File: src/design/rtd_block_average_fault_vote_assert.svh
// assertion macros for the rtd block average fault vote design
`ifndef RTD_BLOCK_AVERAGE_FAULT_VOTE_ASSERT_SVH
`define RTD_BLOCK_AVERAGE_FAULT_VOTE_ASSERT_SVH

`ifndef SYNTHESIS
`define RBAFV_ASSERT(label, ante, cons) \
    label: assert property (@(posedge i_clk) disable iff (!i_rst_n) (ante) |-> (cons)) \
        else $error("%m check failed");
`define RBAFV_ASSERT_NEXT(label, ante, cons) \
    label: assert property (@(posedge i_clk) disable iff (!i_rst_n) (ante) |=> (cons)) \
        else $error("%m check failed");
`else
`define RBAFV_ASSERT(label, ante, cons)
`define RBAFV_ASSERT_NEXT(label, ante, cons)
`endif

`endif

File: src/design/rtdbafv_pkg.sv
// shared types and constants for the rtd block average fault vote design
package rtdbafv_pkg;

    localparam int unsigned DATA_W     = 16;
    localparam int unsigned VOTE_W     = 4;
    localparam int unsigned MASK_W     = 3;
    localparam int unsigned NFLAGS     = 3;
    localparam int unsigned FLAG_OPEN  = 0;
    localparam int unsigned FLAG_SHORT = 1;
    localparam int unsigned FLAG_HOT   = 2;
    localparam int unsigned CFG_ADDR_W = 4;
    localparam int unsigned CFG_DATA_W = 32;
    localparam int unsigned S_TDATA_W  = 24;
    localparam int unsigned M_TDATA_W  = 24;

    localparam logic signed [DATA_W-1:0] OVERHEAT_RST = 16'sh7FFF;
    localparam logic signed [DATA_W-1:0] OPEN_RST     = 16'sh7FFF;
    localparam logic signed [DATA_W-1:0] SHORT_RST    = 16'sh8000;
    localparam logic [VOTE_W-1:0]        VOTES_RST    = 4'd4;

    typedef enum logic [1:0] {
        REG_OVERHEAT_LIMIT = 2'd0,
        REG_OPEN_CODE      = 2'd1,
        REG_SHORT_CODE     = 2'd2,
        REG_FAULT_VOTES    = 2'd3
    } t_reg_idx;

    typedef struct packed {
        logic signed [DATA_W-1:0] overheat_limit;
        logic signed [DATA_W-1:0] open_code;
        logic signed [DATA_W-1:0] short_code;
        logic [VOTE_W-1:0]        fault_votes;
    } t_cfg;

endpackage

File: src/design/rtd_block_average_fault_vote.sv
// rtd block average with fault vote: top level
// Takes one temperature beat per clock unless the result side stalls, and returns one result
// beat per input beat. Acceptance shifts the sample into a line of RING_DEPTH registers
// (cleared at reset, so no start-up pass), updates a running sum and compares every entry with
// the two fault codes; the vote stage counts the fault votes and multiplies the sum magnitude
// by a constant reciprocal of RING_DEPTH; the product stage picks the temperature, checks the
// overheat limit and updates the sticky flags. Every RING_DEPTH-th beat, starting with the
// first after reset, reports a fresh evaluation; the others repeat the held temperature.
// Configuration writes over the apb port must only be made while no beat is in flight.
`include "rtd_block_average_fault_vote_assert.svh"

module rtd_block_average_fault_vote import rtdbafv_pkg::*; #(
    parameter int unsigned RING_DEPTH = 8
) (
    input  logic                  i_clk,
    input  logic                  i_rst_n,
    input  logic                  s_axis_tvalid,
    output logic                  s_axis_tready,
    // sample[15:0], clear_mask[18:16], zero[23:19]
    input  logic [S_TDATA_W-1:0]  s_axis_tdata,
    output logic                  m_axis_tvalid,
    input  logic                  m_axis_tready,
    // temperature[15:0], evaluated[16], open_flag[17], shorted_flag[18], overheat_flag[19],
    // new_open[20], new_short[21], new_overheat[22], zero[23]
    output logic [M_TDATA_W-1:0]  m_axis_tdata,
    input  logic                  psel,
    input  logic                  penable,
    input  logic                  pwrite,
    input  logic [CFG_ADDR_W-1:0] paddr,
    input  logic [CFG_DATA_W-1:0] pwdata,
    output logic [CFG_DATA_W-1:0] prdata,
    output logic                  pready
);

    localparam int unsigned PTR_W   = $clog2(RING_DEPTH);
    localparam int unsigned SUM_W   = DATA_W + PTR_W;
    localparam int unsigned SHIFT   = SUM_W + PTR_W;
    localparam int unsigned RECIP_W = SUM_W + 1;
    localparam int unsigned PROD_W  = SUM_W + RECIP_W;
    localparam int unsigned QUO_W   = DATA_W + 1;
    localparam int unsigned CNT_W   = $clog2(RING_DEPTH + 1);
    localparam int unsigned CMP_W   = (CNT_W > VOTE_W) ? CNT_W : VOTE_W;
    localparam logic [63:0] RECIP_FULL =
        ((64'd1 << SHIFT) + 64'(RING_DEPTH) - 64'd1) / 64'(RING_DEPTH);
    localparam logic [RECIP_W-1:0] RECIP    = RECIP_FULL[RECIP_W-1:0];
    localparam logic [PTR_W-1:0]   PTR_LAST = PTR_W'(RING_DEPTH - 1);

    t_cfg cfg;

    rtdbafv_cfg u_cfg (
        .i_clk   (i_clk),
        .i_rst_n (i_rst_n),
        .psel    (psel),
        .penable (penable),
        .pwrite  (pwrite),
        .paddr   (paddr),
        .pwdata  (pwdata),
        .prdata  (prdata),
        .pready  (pready),
        .o_cfg   (cfg)
    );

    // handshake and stage flow
    logic s_acc;
    logic out_free;
    logic s1_free;
    logic s1_move;
    logic s2_free;
    logic s2_move;

    // ring and running sum
    logic signed [DATA_W-1:0] in_sample;
    logic [MASK_W-1:0]        in_mask;
    logic signed [DATA_W-1:0] ring_in [RING_DEPTH];
    logic signed [DATA_W-1:0] r_ring  [RING_DEPTH];
    logic signed [SUM_W-1:0]  r_sum;
    logic signed [SUM_W-1:0]  n_sum;
    logic [PTR_W-1:0]         r_ptr;
    logic [RING_DEPTH-1:0]    n_open_hits;
    logic [RING_DEPTH-1:0]    n_short_hits;

    // vote stage
    logic                     r_s1_valid;
    logic                     r_s1_eval;
    logic [MASK_W-1:0]        r_s1_mask;
    logic signed [SUM_W-1:0]  r_s1_sum;
    logic [RING_DEPTH-1:0]    r_s1_open_hits;
    logic [RING_DEPTH-1:0]    r_s1_short_hits;
    logic [CNT_W-1:0]         open_cnt;
    logic [CNT_W-1:0]         short_cnt;
    logic                     s1_open;
    logic                     s1_short;
    logic [SUM_W-1:0]         s1_mag;
    logic [PROD_W-1:0]        s1_prod;

    // product stage
    logic                     r_s2_valid;
    logic                     r_s2_eval;
    logic [MASK_W-1:0]        r_s2_mask;
    logic                     r_s2_neg;
    logic                     r_s2_open;
    logic                     r_s2_short;
    logic [PROD_W-1:0]        r_s2_prod;
    logic [QUO_W-1:0]         s2_quo;
    logic [QUO_W-1:0]         s2_avg_w;
    logic signed [DATA_W-1:0] s2_avg;
    logic [NFLAGS-1:0]        s2_before;

    // held result
    logic                     r_out_valid;
    logic                     r_out_eval;
    logic signed [DATA_W-1:0] r_held;
    logic signed [DATA_W-1:0] n_held;
    logic [NFLAGS-1:0]        r_flags;
    logic [NFLAGS-1:0]        n_flags;
    logic [NFLAGS-1:0]        r_new;
    logic [NFLAGS-1:0]        n_new;

    assign out_free      = !r_out_valid || m_axis_tready;
    assign s2_move       = r_s2_valid && out_free;
    assign s2_free       = !r_s2_valid || out_free;
    assign s1_move       = r_s1_valid && s2_free;
    assign s1_free       = !r_s1_valid || s2_free;
    assign s_axis_tready = s1_free;
    assign s_acc         = s_axis_tvalid && s_axis_tready;

    assign in_sample = s_axis_tdata[DATA_W-1:0];
    assign in_mask   = s_axis_tdata[DATA_W+MASK_W-1:DATA_W];

    always_comb begin
        ring_in[0] = in_sample;
        for (int i = 1; i < RING_DEPTH; i++) begin
            ring_in[i] = r_ring[i-1];
        end
        for (int i = 0; i < RING_DEPTH; i++) begin
            n_open_hits[i]  = (ring_in[i] == cfg.open_code);
            n_short_hits[i] = (ring_in[i] == cfg.short_code);
        end
    end

    assign n_sum = r_sum + SUM_W'(in_sample) - SUM_W'(r_ring[RING_DEPTH-1]);

    always_ff @(posedge i_clk) begin
        if (!i_rst_n) begin
            for (int i = 0; i < RING_DEPTH; i++) begin
                r_ring[i] <= '0;
            end
            r_sum <= '0;
            r_ptr <= '0;
        end else if (s_acc) begin
            r_ring <= ring_in;
            r_sum  <= n_sum;
            r_ptr  <= (r_ptr == PTR_LAST) ? '0 : r_ptr + PTR_W'(1);
        end
    end

    always_ff @(posedge i_clk) begin
        if (!i_rst_n) begin
            r_s1_valid <= 1'b0;
        end else if (s_acc) begin
            r_s1_valid <= 1'b1;
        end else if (s1_move) begin
            r_s1_valid <= 1'b0;
        end
    end

    always_ff @(posedge i_clk) begin
        if (s_acc) begin
            r_s1_eval       <= (r_ptr == '0);
            r_s1_mask       <= in_mask;
            r_s1_sum        <= n_sum;
            r_s1_open_hits  <= n_open_hits;
            r_s1_short_hits <= n_short_hits;
        end
    end

    // vote count and reciprocal multiply
    assign open_cnt  = CNT_W'($countones(r_s1_open_hits));
    assign short_cnt = CNT_W'($countones(r_s1_short_hits));
    assign s1_open   = CMP_W'(open_cnt) >= CMP_W'(cfg.fault_votes);
    assign s1_short  = CMP_W'(short_cnt) >= CMP_W'(cfg.fault_votes);
    assign s1_mag    = r_s1_sum[SUM_W-1] ? SUM_W'(-r_s1_sum) : SUM_W'(r_s1_sum);
    assign s1_prod   = PROD_W'(s1_mag) * PROD_W'(RECIP);

    always_ff @(posedge i_clk) begin
        if (!i_rst_n) begin
            r_s2_valid <= 1'b0;
        end else if (s1_move) begin
            r_s2_valid <= 1'b1;
        end else if (s2_move) begin
            r_s2_valid <= 1'b0;
        end
    end

    always_ff @(posedge i_clk) begin
        if (s1_move) begin
            r_s2_eval  <= r_s1_eval;
            r_s2_mask  <= r_s1_mask;
            r_s2_neg   <= r_s1_sum[SUM_W-1];
            r_s2_open  <= s1_open;
            r_s2_short <= s1_short;
            r_s2_prod  <= s1_prod;
        end
    end

    // truncate toward zero: divide the magnitude, then restore the sign
    assign s2_quo    = r_s2_prod[SHIFT +: QUO_W];
    assign s2_avg_w  = r_s2_neg ? (QUO_W'(0) - s2_quo) : s2_quo;
    assign s2_avg    = s2_avg_w[DATA_W-1:0];
    assign s2_before = r_flags & ~r_s2_mask;

    always_comb begin
        n_held  = r_held;
        n_flags = s2_before;
        if (r_s2_eval) begin
            if (!r_s2_open && !r_s2_short) begin
                n_held = s2_avg;
            end
            if (r_s2_open) begin
                n_held             = cfg.open_code;
                n_flags[FLAG_OPEN] = 1'b1;
            end
            if (r_s2_short) begin
                n_held              = cfg.short_code;
                n_flags[FLAG_SHORT] = 1'b1;
            end
            if (n_held > cfg.overheat_limit) begin
                n_flags[FLAG_HOT] = 1'b1;
            end
        end
        n_new = n_flags & ~s2_before;
    end

    always_ff @(posedge i_clk) begin
        if (!i_rst_n) begin
            r_out_valid <= 1'b0;
            r_out_eval  <= 1'b0;
            r_held      <= '0;
            r_flags     <= '0;
            r_new       <= '0;
        end else if (s2_move) begin
            r_out_valid <= 1'b1;
            r_out_eval  <= r_s2_eval;
            r_held      <= n_held;
            r_flags     <= n_flags;
            r_new       <= n_new;
        end else if (m_axis_tready) begin
            r_out_valid <= 1'b0;
        end
    end

    assign m_axis_tvalid = r_out_valid;
    assign m_axis_tdata  = {1'b0,
                            r_new[FLAG_HOT], r_new[FLAG_SHORT], r_new[FLAG_OPEN],
                            r_flags[FLAG_HOT], r_flags[FLAG_SHORT], r_flags[FLAG_OPEN],
                            r_out_eval, r_held};

    `RBAFV_ASSERT_NEXT(a_ptr_wrap, s_acc && (r_ptr == PTR_LAST), r_ptr == '0)
    `RBAFV_ASSERT(a_pulse_needs_eval, r_out_valid && (r_new != '0), r_out_eval)
    `RBAFV_ASSERT(a_pulse_has_flag, r_out_valid, (r_new & ~r_flags) == '0)
    `RBAFV_ASSERT_NEXT(a_s1_held, r_s1_valid && !s2_free, r_s1_valid && $stable(r_s1_sum))
    `RBAFV_ASSERT_NEXT(a_short_wins, s2_move && r_s2_eval && r_s2_short,
                       r_held == $past(cfg.short_code))

endmodule

File: src/design/rtdbafv_cfg.sv
// apb register file holding the limit, fault codes and vote count
module rtdbafv_cfg import rtdbafv_pkg::*; (
    input  logic                  i_clk,
    input  logic                  i_rst_n,
    input  logic                  psel,
    input  logic                  penable,
    input  logic                  pwrite,
    input  logic [CFG_ADDR_W-1:0] paddr,
    input  logic [CFG_DATA_W-1:0] pwdata,
    output logic [CFG_DATA_W-1:0] prdata,
    output logic                  pready,
    output t_cfg                  o_cfg
);

    t_cfg     r_cfg;
    t_cfg     n_cfg;
    t_reg_idx reg_idx;
    logic     wr_en;

    assign pready  = 1'b1;
    assign wr_en   = psel && penable && pwrite && pready;
    assign reg_idx = t_reg_idx'(paddr[CFG_ADDR_W-1:2]);
    assign o_cfg   = r_cfg;

    always_comb begin
        n_cfg = r_cfg;
        if (wr_en) begin
            case (reg_idx)
                REG_OVERHEAT_LIMIT: n_cfg.overheat_limit = pwdata[DATA_W-1:0];
                REG_OPEN_CODE:      n_cfg.open_code      = pwdata[DATA_W-1:0];
                REG_SHORT_CODE:     n_cfg.short_code     = pwdata[DATA_W-1:0];
                REG_FAULT_VOTES:    n_cfg.fault_votes    = pwdata[VOTE_W-1:0];
                default: ;
            endcase
        end
    end

    always_ff @(posedge i_clk) begin
        if (!i_rst_n) begin
            r_cfg.overheat_limit <= OVERHEAT_RST;
            r_cfg.open_code      <= OPEN_RST;
            r_cfg.short_code     <= SHORT_RST;
            r_cfg.fault_votes    <= VOTES_RST;
        end else begin
            r_cfg <= n_cfg;
        end
    end

    always_comb begin
        case (reg_idx)
            REG_OVERHEAT_LIMIT: prdata = {{(CFG_DATA_W-DATA_W){r_cfg.overheat_limit[DATA_W-1]}},
                                          r_cfg.overheat_limit};
            REG_OPEN_CODE:      prdata = {{(CFG_DATA_W-DATA_W){r_cfg.open_code[DATA_W-1]}},
                                          r_cfg.open_code};
            REG_SHORT_CODE:     prdata = {{(CFG_DATA_W-DATA_W){r_cfg.short_code[DATA_W-1]}},
                                          r_cfg.short_code};
            REG_FAULT_VOTES:    prdata = {{(CFG_DATA_W-VOTE_W){1'b0}}, r_cfg.fault_votes};
            default:            prdata = '0;
        endcase
    end

endmodule

File: config.mk
export PLATFORM = sky130hd
export DESIGN_NAME = rtd_block_average_fault_vote
export DESIGN_NICKNAME = d
export VERILOG_FILES = /design/src/design/rtdbafv_pkg.sv /design/src/design/rtd_block_average_fault_vote.sv /design/src/design/rtdbafv_cfg.sv
export VERILOG_INCLUDE_DIRS = /design/src /design/src/design
export SDC_FILE = /design/constraint.sdc
export NUM_CORES = 1
export LEC_CHECK = 0
export BUFFER_PORTS_ARGS = -buffer_cell sky130_fd_sc_hd__buf_2
export CAP_MARGIN = 20
export CORE_MARGIN = 5
export CORE_UTILIZATION = 50
export DETAILED_ROUTE_END_ITERATION = 8
export GPL_TIMING_DRIVEN = 0
export PLACE_DENSITY = 0.77
export SLEW_MARGIN = 40
export SYNTH_ARGS = -nofsm -noshare
export SYNTH_HDL_FRONTEND = slang
export SYNTH_SLANG_ARGS = --single-unit
File: constraint.sdc
create_clock -name i_clk -period 4.4 [get_ports i_clk]
set_input_delay 0.88 -clock i_clk [delete_from_list [all_inputs] [get_ports i_clk]]
set_output_delay 0.88 -clock i_clk [all_outputs]
set_load 0.005 [all_outputs]
## After elaboration in Yosys (flattened, before gate mapping)

Cells that the tools add are included.

| operators by class | value |
|---|---|
| add/sub/neg operators | 19 |
| magnitude comparators | 3 |
| equal/unequal tests | 20 |
| bitwise operators | 4 |
| muxes and demuxes | 18 |
| reduce and logical (&&, ||, !) cells | 24 |

Operators by type and width:

| kind | count |
|---|---|
| 16-bit equality test | 16 |
| 32-bit one-hot mux with 4 select lines | 1 |
| 16-bit 2-to-1 mux | 5 |
| 19-bit by 16-bit adder with 19-bit output | 1 |
| 19-bit negator | 1 |
| 19-bit by 16-bit subtractor with 19-bit output | 1 |
| 18-bit 2-to-1 mux | 1 |
| 1-bit by 1-bit adder with 2-bit output | 8 |
| 16-bit greater-than comparator | 1 |
| 1-bit by 16-bit subtractor with 16-bit output (first input constant) | 1 |
| 2-bit by 2-bit adder with 3-bit output | 4 |
| 2-bit AND reduction | 5 |
| 1-bit 2-to-1 mux | 9 |
| 3-bit by 3-bit adder with 4-bit output | 2 |
| 4-bit >= comparator | 2 |
| 3-bit AND | 2 |
| 1-bit logical AND | 6 |
| 3-bit 2-to-1 mux | 2 |
| 3-bit NOT | 2 |
| 2-bit nonzero test | 3 |
| 1-bit zero test | 5 |
| 2-bit equality test (second input constant) | 2 |
| 3-bit by 1-bit adder with 3-bit output (second input constant) | 1 |
| 3-bit equality test (second input constant) | 1 |
| 4 further kinds | 6 |

| word-level totals | value |
|---|---|
| register bits | 293 |
| logic and storage cells | 121 |
| input port bits | 67 |

## Longest topological paths before layout

| depth | value |
|---|---|
| depth after elaboration | 10 |
| mapped depth | 15 |
| mapped depth without buffers | 15 |

## Modules after synthesis

Synthesis repeated with hierarchy kept, for this count alone.

| second synthesis, totals | value |
|---|---|
| cells, all modules | 1981 |
| area total of the unflattened synthesis | 17071.4 um^2 |

By module, submodules not included:

| module | area an instance (um^2) | times used | cells an instance |
|---|---|---|---|
| rtd_block_average_fault_vote | 14440.1 | 1 | 1708 |
| rtdbafv_cfg | 2631.3 | 1 | 273 |

## Least setup slack after synthesis

Ideal clock, no wire load.

| timing path | value |
|---|---|
| path kind | input port to flip-flop |
| start | in s_axis_tdata[1] |
| end | reg r_s1_sum[17] (data pin) |
| buffers on the path | 0 |
| required time | 4.142 ns |
| cell stages on the path | 11 |
| slack | 0.849 ns |
| data arrival time | 3.293 ns |
| path through | inv_1 -> fa_1 -> inv_1 -> ha_1 -> a21o_1 -> a21oi_1 -> o21a_1 -> or4_1 -> a21oi_1 -> a31oi_1 -> xnor2_1 |

| on the way | value |
|---|---|
| longest elaborated chain between the ends | 2 |

Ends and longest elaborated chain:

| what | line | RTL |
|---|---|---|
| start: declaration | rtd_block_average_fault_vote.sv:20 | `input logic [S_TDATA_W-1:0] s_axis_tdata,` |
| 19-bit by 16-bit adder with 19-bit output | rtd_block_average_fault_vote.sv:141 | `assign n_sum = r_sum + SUM_W'(in_sample) - SUM_W'(r_ring[RING_DEPTH-1]);` |
| 19-bit by 16-bit subtractor with 19-bit output | rtd_block_average_fault_vote.sv:141 |  |
| named net n_sum[17] | rtd_block_average_fault_vote.sv:77 | `logic signed [SUM_W-1:0] n_sum;` |
| end signal: assignment | rtd_block_average_fault_vote.sv:171 | `r_s1_sum <= n_sum;` |
| end: declaration | rtd_block_average_fault_vote.sv:86 | `logic signed [SUM_W-1:0] r_s1_sum;` |

The timed path passes the listed nets, and every way through them passes these cells.
A chain may end at the register's enable or synchronous reset.

## Final worst setup path

| timing path | value |
|---|---|
| start | reg r_s2_prod[30] |
| end | reg r_new[2] |

| on the way | value |
|---|---|
| longest elaborated chain between the ends | 10 |

Ends and longest elaborated chain:

| what | line | RTL |
|---|---|---|
| start: declaration | rtd_block_average_fault_vote.sv:103 | `logic [PROD_W-1:0] r_s2_prod;` |
| start signal: assignment | rtd_block_average_fault_vote.sv:202 | `r_s2_prod <= s1_prod;` |
| 1-bit by 16-bit subtractor with 16-bit output | rtd_block_average_fault_vote.sv:208 | `assign s2_avg_w = r_s2_neg ? (QUO_W'(0) - s2_quo) : s2_quo;` |
| 16-bit 2-to-1 mux (*) | rtd_block_average_fault_vote.sv:208 |  |
| 16-bit 2-to-1 mux (*) | rtd_block_average_fault_vote.sv:216 | `if (!r_s2_open && !r_s2_short) begin` |
| 16-bit 2-to-1 mux (*) | rtd_block_average_fault_vote.sv:219 | `if (r_s2_open) begin` |
| 16-bit 2-to-1 mux (*) | rtd_block_average_fault_vote.sv:223 | `if (r_s2_short) begin` |
| 16-bit 2-to-1 mux (*) | rtd_block_average_fault_vote.sv:215 | `if (r_s2_eval) begin` |
| 16-bit greater-than comparator (*) | rtd_block_average_fault_vote.sv:227 | `if (n_held > cfg.overheat_limit) begin` |
| 1-bit 2-to-1 mux (*) | rtd_block_average_fault_vote.sv:227 |  |
| 3-bit 2-to-1 mux (*) | rtd_block_average_fault_vote.sv:215 |  |
| 3-bit AND (*) | rtd_block_average_fault_vote.sv:231 | `n_new = n_flags & ~s2_before;` |
| end signal: assignment | rtd_block_average_fault_vote.sv:246 | `r_new <= n_new;` |
| end: declaration | rtd_block_average_fault_vote.sv:116 | `logic [NFLAGS-1:0] r_new;` |

Mark *: on every way between the ends. The rest lies on a longest branch, timed or not. The select of a mux whose other input is x is not followed.

==> results.sh <==
export IMPL_post_route_period_util=0.881
export IMPL_preCtsSetupSlack_ns=0.217
export IMPL_grt_use_total=0.289
export IMPL_timing_setup_critical_path_class="reg2reg"
export IMPL_power_mw=8.06
export IMPL_final_layout_size_suffix_gt1_frac=0.106
export IMPL_maxSlewViolCount=0
export IMPL_maxCapViolCount=0
export IMPL_grt_overflow=0
export IMPL_cts_reportedPaths_clkPinSlew_ns=0.06
export IMPL_startpoint_type="flop"
export IMPL_cts_tree="done"
export IMPL_grt_antenna_before_repair=0
export IMPL_p_per_area_nw_per_um2=433
export IMPL_post_route_insts_no_fill=2544
export IMPL_timing_final_setup_violations=0
export IMPL_mostFrequentLayoutCell="sky130_fd_sc_hd__nand2_1"
export IMPL_cts_root_buffer_cell="sky130_fd_sc_hd__clkbuf_16"
export IMPL_cts_resized=0
export IMPL_post_cts_hold_buffer_count=0
export IMPL_worstSetupEndpointType="flop"
export IMPL_tritoncts_num_sinks=290
export IMPL_final_fill_count=2938
export IMPL_post_place_cells=2486
export IMPL_dr_total_vias=14800
export IMPL_static_leakage_power_nw=7.04
export IMPL_critical_path_most_common_cell="sky130_fd_sc_hd__o21ai_0"
export IMPL_synth_sequential_area_ratio=0.390
export IMPL_grt_max_degree=38
export IMPL_placement_rows=66
export IMPL_cp_slowest_stage_delay_ns=0.60
export IMPL_run_status="finished, final reports clean"
export IMPL_place_hpwl_um=39800
export IMPL_synthesis_yosys_warnings=0
export IMPL_h_tree_levels=1
export IMPL_detail_route_first_pass_iterations=5
export IMPL_synthesis_instances=1942
export IMPL_critical_path_slowest_cell="sky130_fd_sc_hd__or4_1"
export IMPL_tightestPinTransition_ns=0.902
export IMPL_syn_area_um2=16500
export IMPL_gp_congestion=0.949
export IMPL_floorplan_io_pins=126
export IMPL_antenna_cells_inserted=0
export IMPL_clk_insertion_delay_late_ns=0.57
export IMPL_rrSetupSlack_ns=0.52
export IMPL_postRouteAntennaNets=0
export IMPL_finalCoreUtilization=0.572
export IMPL_port_buffer_count=100
export IMPL_post_drt_via_cell_ratio=5.81
export IMPL_cpLargestDelayFamily="simple AND/OR/NAND/NOR gates"
export IMPL_timing_critical_path_required_ns=4.83
export IMPL_synth_nets=2089
export IMPL_die_w_um=192
export IMPL_holdCritPathClass="reg2reg"
export IMPL_routed_wl_um=54600
export IMPL_total_cts_buffers=31
export IMPL_post_drt_wl_per_cell_um=21.5
export IMPL_fin_worst_skew_ns=0.0179
export IMPL_layout_nets=2224
export IMPL_clock_tree_buffer_depth=3
export IMPL_design_die_area_um2=36700
export IMPL_area_growth_syn_to_layout_pct=12.8
export IMPL_layout_cells_most_common_list="419 x sky130_fd_sc_hd__nand2_1, 294 x sky130_fd_sc_hd__xnor2_1, 228 x sky130_fd_sc_hd__dfxtp_1, 193 x sky130_fd_sc_hd__a21oi_1, 126 x sky130_fd_sc_hd__inv_1"
export IMPL_crit_buf_inv=0
export IMPL_number_of_setup_buffers_added_after_cts=0
export IMPL_arrival_ns=4.30
export IMPL_path_max_fanout=4
export IMPL_finalHoldViolCount=0
export IMPL_synth_main_ff_cell="sky130_fd_sc_hd__dfxtp_1"
export IMPL_unrepaired_setup_endpoints_after_global_routing="false"
export IMPL_fmaxAchievable_ghz=0.258
export IMPL_die_span_y_um=192
export IMPL_ys_seq_elements=290
export IMPL_drc=0
export IMPL_period_needed_ns=3.88
export IMPL_initial_core_util=0.507
export IMPL_post_route_worst_setup_slack_ns=0.524
export IMPL_fin_worst_hold_slack_ns=0.427
export IMPL_ys_async_sr_fraction=0
export IMPL_vias_in_the_first_global_route=14000
export IMPL_yosys_cell_types_count=54
export IMPL_crit_chain="or4_1, or4_1, o41ai_1, xnor2_1, o21ai_0, nand2_1, ha_1, nand4_1, nor4_1, a2111oi_0, o21ai_0, o21ai_0"
export IMPL_worst_slew_margin_rel=0.399
export IMPL_core_area_um2=32500
export IMPL_post_synth_cell_area_avg_um2=8.49
export IMPL_drtIter0Drc=1753
export IMPL_worst_ir_drop_vdd_v=0.000319
export IMPL_synth_edf_count=62
export IMPL_grt_first_pass_wirelength_um=81800
[worst paths after layout]
path,from,cells after the start,end
setup / recovery,r_s2_prod[30],12,r_new[2]
hold reg to reg,r_s1_mask[2],0,r_s2_mask[2]
setup reg to reg,r_s2_prod[30],12,r_new[2]
hold / removal,r_s1_mask[2],0,r_s2_mask[2]
[through the flow]
stage	cell area [um2]	setup TNS, ns
3_5_place_dp	17600	0
6_report	18600	0
3_3_place_gp	17500	-15.92
2_1_floorplan	16500	0
4_1_cts	18600	0
5_1_grt	18600	0
[layer usage]
metal	track usage	vias to the layer above	wire, um
li1	-	6723	-
met1	0.386	6952	21700
met2	0.459	917	23900
met3	0.0607	188	6400
met4	0.117	0	2640
met5	0	-	0
[worst reg2reg max path, delay by kind of cell, from the launching register on]
kind / cells / cell delay (ns)
flops: 1 / 0.42
fa+ha+maj: 1 / 0.32
compound gates: 5 / 1.10
xor+xnor: 1 / 0.12
simple gates: 5 / 1.78
[power breakdown]
part | switching (mW) | internal (mW)
clock | 1.09 | 1.42
combinational | 1.36 | 0.908
sequential | 0.203 | 3.08
total | 2.65 | 5.41
[cell usage after synthesis (all sizes together), types with 26 or more instances]
master,count,area [um2]
clkbuf,91,342
buf,47,248
fa,26,521
xnor2,294,2570
nand4,72,450
nor2,40,150
nand2,419,1570
a21oi,193,966
inv,126,473
ha,54,676
o21ai,47,235
edfxtp,62,1860
dfxtp,228,4560
[logic make-up (layout without fill, tap and decap cells)]
logic type,after synthesis,in the layout,share of synthesized area
flip-flops,290,290,0.390
other,2,2,0.000455
multiplexers,26,26,0.0190
AO/OA/AOI/OAI,338,338,0.120
adder cells (fa/ha/maj),80,80,0.0725
XOR/XNOR,306,306,0.163
buffers and inverters,264,424,0.0644
AND/OR/NAND/NOR,636,636,0.171
[area by class of cell]
cell class / count / area, um2 / share of cell area
clock buffer: 46 / 863 / 0.0464
tap: 442 / 553 / 0.0297
multi-input combinational: 1388 / 9020 / 0.485
buffer: 138 / 634 / 0.0341
timing repair buffer: 102 / 536 / 0.0288
clock inverter: 12 / 101 / 0.00545
sequential: 290 / 6430 / 0.345
inverter: 126 / 473 / 0.0254
[state kept, by name (all words and copies together) (netlist names), 3 cells and up]
| signal | flops |
|---|---|
| r_ptr | 3 |
| r_new | 3 |
| r_s2_prod | 16 |
| r_s1_open_hits | 8 |
| r_flags | 3 |
| r_s1_sum | 19 |
| r_ring | 128 |
| r_s1_mask | 3 |
| r_s2_mask | 3 |
| u_cfg.o_cfg | 52 |
| r_s1_short_hits | 8 |
| r_sum | 19 |
| r_held | 16 |
Note: power is estimated with default switching activity, not from simulation.
